`src/hw/rtl/srdc_pkg.sv`:
```
// shared types, constants and helpers for the sensor report decrypt/check block
// no dependencies
`default_nettype none

package srdc_pkg;

    localparam int unsigned NUM_BYTES = 8;
    localparam int unsigned ADDR_W    = 4;
    localparam int unsigned DATA_W    = 64;

    // register byte addresses
    localparam logic [ADDR_W-1:0] ADDR_SESSION_KEY = 4'h0;

    localparam logic [7:0] END_MARK_CODE = 8'h0d;

    typedef logic [7:0] byte_t;
    typedef byte_t [NUM_BYTES-1:0] byte_vec_t;

    // destination position of received byte i
    localparam logic [2:0] ORDER_TAB [NUM_BYTES] = '{3'd2, 3'd4, 3'd0, 3'd7,
                                                     3'd1, 3'd6, 3'd5, 3'd3};

    localparam byte_t SALT_TAB [NUM_BYTES] = '{8'h48, 8'h74, 8'h65, 8'h6D,
                                               8'h70, 8'h39, 8'h39, 8'h65};

    typedef struct packed {
        byte_t cipher_byte0;
        byte_t cipher_byte1;
        byte_t cipher_byte2;
        byte_t cipher_byte3;
        byte_t cipher_byte4;
        byte_t cipher_byte5;
        byte_t cipher_byte6;
        byte_t cipher_byte7;
    } in_item_t;

    typedef struct packed {
        byte_t       tag;
        logic [15:0] reading;
        byte_t       check_byte;
        byte_t       end_mark;
        logic        valid_res;
    } out_item_t;

    function automatic byte_t nib_swap(input byte_t v);
        return {v[3:0], v[7:4]};
    endfunction

endpackage

`default_nettype wire

```
`src/hw/rtl/srdc_cfg.sv`:
```
// apb register file holding the 64-bit session key
// depends on srdc_pkg
`default_nettype none

module srdc_cfg
    import srdc_pkg::*;
(
    input  wire logic              clk,
    input  wire logic              rst_n,
    input  wire logic              psel,
    input  wire logic              penable,
    input  wire logic              pwrite,
    input  wire logic [ADDR_W-1:0] paddr,
    input  wire logic [DATA_W-1:0] pwdata,
    output logic      [DATA_W-1:0] prdata,
    output logic                   pready,
    output logic      [DATA_W-1:0] session_key
);

    logic [DATA_W-1:0] key_reg;
    logic [DATA_W-1:0] key_next;
    logic              key_hit;

    // registers sit on 8-byte boundaries, so only bit 3 and up select
    assign key_hit = (paddr[ADDR_W-1:3] == ADDR_SESSION_KEY[ADDR_W-1:3]);

    always_comb
    begin
        key_next = key_reg;
        if (psel && penable && pwrite && key_hit)
        begin
            key_next = pwdata;
        end
    end

    always_ff @(posedge clk or negedge rst_n)
    begin
        if (!rst_n)
        begin
            key_reg <= '0;
        end
        else
        begin
            key_reg <= key_next;
        end
    end

    assign prdata      = key_hit ? key_reg : '0;
    assign pready      = 1'b1;
    assign session_key = key_reg;

endmodule

`default_nettype wire

```
`src/hw/rtl/srdc_decode.sv`:
```
// combinational report decode: permute, key xor, 3-bit rotate, salt subtract, check
// depends on srdc_pkg
`default_nettype none

module srdc_decode
    import srdc_pkg::*;
(
    input  wire in_item_t          item,
    input  wire logic [DATA_W-1:0] session_key,
    output out_item_t              result
);

    byte_vec_t raw;
    byte_vec_t perm;
    byte_vec_t mixed;
    byte_vec_t plain;
    byte_t     sum;

    assign raw = {item.cipher_byte7, item.cipher_byte6, item.cipher_byte5,
                  item.cipher_byte4, item.cipher_byte3, item.cipher_byte2,
                  item.cipher_byte1, item.cipher_byte0};

    always_comb
    begin
        perm = '0;
        for (int i = 0; i < NUM_BYTES; i++)
        begin
            perm[ORDER_TAB[i]] = raw[i];
        end
        for (int i = 0; i < NUM_BYTES; i++)
        begin
            mixed[i] = perm[i] ^ session_key[8*i +: 8];
        end
        // rotate right by 3 across the whole word, byte 0 takes bits from byte 7
        for (int i = 0; i < NUM_BYTES; i++)
        begin
            plain[i] = {mixed[(i + NUM_BYTES - 1) % NUM_BYTES][2:0], mixed[i][7:3]}
                       - nib_swap(SALT_TAB[i]);
        end
    end

    assign sum = plain[0] + plain[1] + plain[2];

    assign result.tag        = plain[0];
    assign result.reading    = {plain[1], plain[2]};
    assign result.check_byte = plain[3];
    assign result.end_mark   = plain[4];
    assign result.valid_res  = (plain[4] == END_MARK_CODE) && (sum == plain[3]);

endmodule

`default_nettype wire

```
`src/hw/rtl/sensor_report_decrypt_check_core.sv`:
```
// top level of the sensor report decrypt/check block
// depends on srdc_pkg, srdc_cfg, srdc_decode
`default_nettype none

// Decodes one 8-byte encrypted sensor report per item into tag, 16-bit reading,
// checksum byte, end mark and a validity flag. An accepted report sits in an input
// register, passes through the decode logic and lands in the result register when
// that register is free; one report can be taken every cycle while the result side
// keeps up. The session key is written through the APB port at byte address 0 and
// should only change while no report is in flight.
module sensor_report_decrypt_check_core
    import srdc_pkg::*;
(
    input  wire logic              clk,
    input  wire logic              rst_n,
    input  wire logic              in_valid,
    output logic                   in_ready,
    input  wire in_item_t          in_data,
    output logic                   out_valid,
    input  wire logic              out_ready,
    output out_item_t              out_data,
    input  wire logic              psel,
    input  wire logic              penable,
    input  wire logic              pwrite,
    input  wire logic [ADDR_W-1:0] paddr,
    input  wire logic [DATA_W-1:0] pwdata,
    output logic      [DATA_W-1:0] prdata,
    output logic                   pready
);

    logic [DATA_W-1:0] session_key;
    in_item_t          item_reg;
    logic              item_vld_reg;
    out_item_t         res_reg;
    logic              res_vld_reg;
    out_item_t         res_next;
    logic              res_take;

    srdc_cfg u_cfg (
        .clk         (clk),
        .rst_n       (rst_n),
        .psel        (psel),
        .penable     (penable),
        .pwrite      (pwrite),
        .paddr       (paddr),
        .pwdata      (pwdata),
        .prdata      (prdata),
        .pready      (pready),
        .session_key (session_key)
    );

    srdc_decode u_decode (
        .item        (item_reg),
        .session_key (session_key),
        .result      (res_next)
    );

    // result register frees up when empty or being drained
    assign res_take = !res_vld_reg || out_ready;
    assign in_ready = !item_vld_reg || res_take;

    always_ff @(posedge clk or negedge rst_n)
    begin
        if (!rst_n)
        begin
            item_vld_reg <= 1'b0;
            res_vld_reg  <= 1'b0;
        end
        else
        begin
            if (in_ready)
            begin
                item_vld_reg <= in_valid;
            end
            if (res_take)
            begin
                res_vld_reg <= item_vld_reg;
            end
        end
    end

    always_ff @(posedge clk)
    begin
        if (in_ready && in_valid)
        begin
            item_reg <= in_data;
        end
        if (res_take && item_vld_reg)
        begin
            res_reg <= res_next;
        end
    end

    assign out_valid = res_vld_reg;
    assign out_data  = res_reg;

endmodule

`default_nettype wire
```
`config.mk`:
```
export PLATFORM = sky130hd
export DESIGN_NAME = sensor_report_decrypt_check_core
export DESIGN_NICKNAME = d
export VERILOG_FILES = /design/src/hw/rtl/srdc_pkg.sv /design/src/hw/rtl/srdc_cfg.sv /design/src/hw/rtl/srdc_decode.sv /design/src/hw/rtl/sensor_report_decrypt_check_core.sv
export SDC_FILE = /design/constraint.sdc
export NUM_CORES = 1
export LEC_CHECK = 0
export BUFFER_PORTS_ARGS = -buffer_cell sky130_fd_sc_hd__buf_2
export CAP_MARGIN = 20
export CORE_MARGIN = 5
export CORE_UTILIZATION = 38
export DETAILED_ROUTE_END_ITERATION = 8
export GPL_ROUTABILITY_DRIVEN = 1
export GPL_TIMING_DRIVEN = 0
export PLACE_DENSITY = 0.63
export SYNTH_ARGS = -nofsm -noshare
export SYNTH_HDL_FRONTEND = slang
export SYNTH_SLANG_ARGS = --single-unit
```
`constraint.sdc`:
```
create_clock -name clk -period 3.94 [get_ports clk]
set_input_delay 0.197 -clock clk [delete_from_list [all_inputs] [get_ports clk]]
set_output_delay 0.197 -clock clk [all_outputs]
set_load 0.1 [all_outputs]
```
==> impl_metrics.py, run 1 <==
metrics = {
    "clocking": {
        "cts_max_level": 4,
        "cts.sinks": 147,
        "cts.reportedPaths.clkPinSlew_ns": 0.06,
        "cts_tree": "done",
        "cts_root_buffer": "clkbuf_16",
        "clkLatencyLatePin_ns": 0.42,
        "clock_path_buffers": 2,
        "numCtsBuffers": 17,
        "postCtsSetupBuffers": 0,
    },
    "sta": {
        "worst_slew_margin_rel_pct": 46.2,
        "min_period_over_period_pct": 91.7,
        "skew_ns": 0.0119,
        "rsz0062_at_grt": "no",
        "setup_violations": 0,
        "setup_ws_ns": 0.326,
        "max_freq_mhz": 277,
        "setup_tns_ns": 0,
        "timing.hold.ws_ns": 0.0147,
        "hold_viol_final": 0,
        "final_max_slew_viol_count": 0,
        "worst_slew_pin_slew_ns": 0.807,
        "post-route-min-period_ns": 3.61,
    },
    "yosys": {
        "synth_fp_nets": 638,
        "syn_inst": 479,
        "ys_types": 37,
        "yosysTopAreaCell": "edfxtp_1",
        "synth_area_leaders": "edfxtp_1, dfrtp_1, mux2_2, nor2b_1, xnor2_1",
        "async_flop_share_pct": 44.9,
        "synth_edf_count": 81,
        "ys_warn_count": 0,
        "yosysSeqAreaShare_pct": 60.3,
        "synth_ff_type": "edfxtp_1",
        "avgSynthCellArea_um2": 14.1,
        "yosysTopAreaCellShare_pct": 35.9,
        "synth_area_mm2": 0.00677,
        "ys_ff_latch": 147,
    },
    "grt": {
        "track_usage_pct": 17.5,
        "grt_remaining_overflow": 0,
        "grt_antenna_before_repair": 0,
        "grt_pass1_wl_um": 27300,
        "grt_pass1_vias": 5215,
        "grt_max_degree": 48,
    },
    "drt": {
        "num_vias": 4690,
        "vias_per_cell": 4.54,
        "wire_per_inst_um": 16.9,
        "firstDrtPassIters": 4,
        "detailedRoute.firstIterationViolations": 123,
        "antenna_left": 0,
        "routed_wl_um": 17500,
        "post-route-drc-count": 0,
    },
    "cells_and_area": {
        "syn_to_final_growth_pct": 41.6,
        "largest_reg_flops": 64,
        "finish.utilization_pct": 55.1,
        "nets": 953,
        "layout_commonest_cell": "buf_2",
        "drive_gt1_share_pct": 40.3,
        "final_cell_mix": "buf_2, edfxtp_1, dlygate4sd3_1",
    },
    "pwr": {
        "power.total_w": 0.00756,
        "ir_drop_v": 0.000490,
        "power.density_mw_per_mm2": 788,
        "power_leakage_nw": 4.32,
    },
    "floorplanning": {
        "die_area_mm2": 0.0206,
        "coreArea_mm2": 0.0174,
        "row_count": 48,
        "io_pins": 247,
        "die_h_um": 143,
        "start_util_pct": 38.9,
        "dieWidth_um": 143,
    },
    "min_path": {
        "hold_class": "input pin to flip-flop",
        "holdCritStartpoint": "pwdata[62]",
    },
    "placement": {
        "pre_cts_slack_ns": 0.103,
        "place_hpwl_um": 13200,
        "io_buffers": 218,
        "gp_congestion": 0.768,
    },
    "setup_path": {
        "worstPathMaxFanout": 4,
        "cp-end-kind": "flip-flop",
        "rr_startpoint": "u_cfg.session_key[11]",
        "crit_type": "flip-flop to flip-flop",
        "critPathRequiredTime_ns": 4.18,
        "critPathLaunchType": "flip-flop",
        "cp.arrival_ns": 3.86,
        "crit_path_start": "u_cfg.session_key[11]",
    },
    "job": {
        "maxCapViolCount": 0,
    },
    "status": {
        "outcome": "complete, no violations",
    },
}
[synthesized netlist by cell type (2+ instances only)]
cell type and instances:
xor2_2 2, dfrtp_1 66, nor2_1 2, xnor2_1 41
nand2b_1 3, xor2_1 37, fa_1 8, nand2_1 2
edfxtp_1 81, nand3b_1 2, and2_1 3, nor2b_1 64
ha_1 12, nand3_1 4, mux2_2 64, clkbuf_1 14
o21ai_0 2, a21oi_1 10, a21o_1 2, inv_1 42
o21bai_1 2
[critical path, cell delays in order, from the launching register on]
cell and delay [ns]:
dfrtp_1 0.44, xor2_4 0.30, ha_1 0.29, inv_1 0.07, fa_1 0.40, inv_1 0.09
ha_1 0.17, inv_1 0.05, fa_1 0.52, xor2_1 0.16, and4b_1 0.20, nand4_1 0.12
nor4b_2 0.29, nand3_1 0.11, nor4_2 0.22
[layout make-up]
class | instances | area [µm²]
sequential | 147 | 4080
tap | 225 | 282
timing repair buffer | 296 | 1910
multi-input combinational | 275 | 2510
inverter | 42 | 158
fill | 1482 | 7830
antenna | 2 | 5.00
buffer | 15 | 60.1
clock buffer | 22 | 444
clock inverter | 10 | 134
[repair_timing]
action                     CTS  global route
hold buffers                74             1
setup endpoints to repair    0             1
gates resized for setup      0             5
hold endpoints to repair   119             1
[worst paths after layout]
path	cells past startpoint	slack (ns)	end
min in group asynchronous	2	0.20	u_cfg.session_key[48]
worst max register to register	14	0.33	out_data[0]
worst max-delay path	14	0.33	out_data[0]
worst min-delay path	2	0.01	u_cfg.session_key[62]
worst min register to register	1	0.49	out_valid
max in group asynchronous	3	3.17	u_cfg.session_key[16]
[where the power goes]
| part | internal (W) | switching (W) |
|---|---|---|
| sequential | 0.00198 | 0.000150 |
| clock | 0.000992 | 0.000613 |
| combinational | 0.00125 | 0.00258 |
[through the flow]
step / cell area (µm²) / instances
6_report: 9590 / 1034
5_1_grt: 9580 / 1032
4_1_cts: 9530 / 1031
3_5_place_dp: 8220 / 925
3_3_place_gp: 8140 / 922
2_1_floorplan: 6770 / 479
[metal layers]
layer / vias to the layer above / part of all wire (%) / global-route usage (%)
li1: 2238 / - / -
met1: 2277 / 39 / 19.9
met2: 136 / 53 / 30.9
met3: 39 / 5.2 / 4.46
met4: 0 / 2.9 / 7.68
met5: - / 0 / 0
[kinds of logic (layout without fill, tap and decap cells)]
group	Yosys count	after routing	synth area share, %
DFF	147	147	60.3
and+or+nand+nor	88	88	8.24
xor gates and xnor gates	82	82	11.1
muxes	64	64	10.6
buffers and inverters	57	385	3.22
adders and majority gates	20	20	4.58
AOI/OAI and AO/OA	20	20	1.79
other	1	3	0.0554
Note: power is estimated with default switching activity, not from simulation.
==> run 2: changes to the inputs <==
--- a/config.mk
+++ b/config.mk
@@ -9,6 +9,7 @@
 export CAP_MARGIN = 20
 export CORE_MARGIN = 5
 export CORE_UTILIZATION = 38
+export CTS_BUF_LIST = sky130_fd_sc_hd__clkbuf_4
 export DETAILED_ROUTE_END_ITERATION = 8
 export GPL_ROUTABILITY_DRIVEN = 1
 export GPL_TIMING_DRIVEN = 0
==> impl_metrics.py, run 2 (synthesized netlist as in run 1, its figures left out) <==
metrics = {
    "clocking": {
        "cts_root_buffer": "clkbuf_4",
        "cts_max_level": 4,
        "clkLatencyLatePin_ns": 0.54,
        "cts.sinks": 147,
        "postCtsSetupBuffers": 0,
        "numCtsBuffers": 17,
        "cts_tree": "done",
        "clock_path_buffers": 2,
        "cts.reportedPaths.clkPinSlew_ns": 0.13,
    },
    "cells_and_area": {
        "fillers": 1446,
        "largest_reg_flops": 64,
        "layout_commonest_cell": "buf_2",
        "final_cell_mix": "buf_2, dlygate4sd3_1, edfxtp_1",
        "nets": 986,
        "postLayoutCellArea_mm2": 0.00964,
        "drive_gt1_share_pct": 39.3,
        "syn_to_final_growth_pct": 42.4,
    },
    "sta": {
        "timing.hold.ws_ns": 0.0621,
        "worst_slew_pin_slew_ns": 0.788,
        "post-route-min-period_ns": 3.60,
        "setup_violations": 0,
        "min_period_over_period_pct": 91.3,
        "worst_slew_margin_rel_pct": 47.5,
        "setup_ws_ns": 0.343,
        "rsz0062_at_grt": "no",
        "final_max_slew_viol_count": 0,
        "max_freq_mhz": 278,
        "setup_tns_ns": 0,
        "skew_ns": 0.0217,
        "hold_viol_final": 0,
    },
    "setup_path": {
        "critPathLaunchType": "flip-flop",
        "cp-end-kind": "flip-flop",
        "rr_worst_depth": 14,
        "cp.arrival_ns": 3.97,
        "rrSetupSlack_ns": 0.34,
        "crit_type": "flip-flop to flip-flop",
        "regToRegEndpoint": "out_data[0]",
        "worstPathMaxFanout": 4,
        "rr_startpoint": "u_cfg.session_key[11]",
        "critPathRequiredTime_ns": 4.32,
    },
    "placement": {
        "placed_area_mm2": 0.00822,
        "io_buffers": 218,
        "gp_congestion": 0.768,
        "place_hpwl_um": 13200,
        "pre_cts_slack_ns": 0.103,
    },
    "floorplanning": {
        "die_h_um": 143,
        "coreArea_mm2": 0.0174,
        "row_count": 48,
        "die_area_mm2": 0.0206,
        "start_util_pct": 38.9,
        "dieWidth_um": 143,
        "io_pins": 247,
    },
    "pwr": {
        "power_leakage_nw": 4.35,
        "power.density_mw_per_mm2": 723,
        "power.total_w": 0.00697,
        "ir_drop_v": 0.000487,
    },
    "grt": {
        "track_usage_pct": 17.9,
        "grt_pass1_wl_um": 28000,
        "grt_remaining_overflow": 0,
        "grt_antenna_before_repair": 1,
        "grt_max_degree": 48,
        "grt_pass1_vias": 5379,
    },
    "drt": {
        "routed_wl_um": 17800,
        "firstDrtPassIters": 4,
        "num_vias": 4784,
        "detailedRoute.firstIterationViolations": 154,
        "wire_per_inst_um": 16.7,
        "antenna_left": 0,
        "vias_per_cell": 4.48,
        "post-route-drc-count": 0,
    },
    "job": {
        "maxCapViolCount": 0,
    },
    "min_path": {
        "hold_class": "input pin to asynchronous set/reset pin",
    },
    "status": {
        "outcome": "complete, no violations",
    },
}
[run 2: how the worst max path moves through the flow]
stage | startpoint | to | slack (ns) | cells past startpoint
6_report | u_cfg.session_key[11] | out_data[0] | 0.34 | 14
5_1_grt | u_cfg.session_key[11] | out_data[0] | 0.02 | 15
4_1_cts | u_cfg.session_key[11] | out_data[0] | 0.08 | 14
3_5_place_dp | u_cfg.session_key[11] | out_data[0] | 0.10 | 14
3_3_place_gp | u_cfg.session_key[11] | out_data[0] | 0.05 | 14
2_1_floorplan | out_valid | item_reg[0] | 0.63 | 2
[run 2: cell type report]
cell class / instances / area [µm²] / share of cell area [%]
Inverter: 42 / 158 / 1.63
Sequential cell: 147 / 4080 / 42.4
Timing Repair Buffer: 329 / 2240 / 23.3
Multi-Input combinational cell: 275 / 2510 / 26.0
Clock buffer: 22 / 165 / 1.71
Buffer: 15 / 60.1 / 0.623
Tap cell: 225 / 282 / 2.92
Antenna cell: 3 / 7.51 / 0.0779
Clock inverter: 10 / 134 / 1.39
[run 2: timing repair]
item,4_1_cts,5_1_grt
gates resized for setup,0,5
setup endpoints to repair,0,1
hold buffers,108,0
endpoints found under the hold margin,172,0
[run 2: metal layers]
layer  wire, µm  global-route usage (%)  vias up
li1           -                       -     2301
met1       7000                    20.8     2316
met4        446                    7.23        0
met3        912                    4.53       28
met2       9440                    31.5      139
met5          0                       0        -
[run 2: power by group]
part           internal (W)  switching [W]
registers           0.00197       0.000150
logic               0.00127        0.00258
clock network      0.000472       0.000524
total               0.00372        0.00326
[run 2: through the flow]
stage / utilization [%] / instances
4_1_cts: 55.1 / 1065
3_3_place_gp: 46.8 / 922
5_1_grt: 55.3 / 1066
6_report: 55.4 / 1068
3_5_place_dp: 47.2 / 925
2_1_floorplan: - / 479
[run 2: worst max-delay path: stages, from the launching register on]
cell and delay (ns):
dfrtp_1 0.47, xor2_4 0.29, ha_1 0.29, inv_1 0.07, fa_1 0.40, inv_1 0.08, ha_1 0.17, inv_1 0.05
fa_1 0.52, xor2_1 0.16, and4b_1 0.20, nand4_1 0.12, nor4b_2 0.29, nand3_1 0.11, nor4_2 0.22
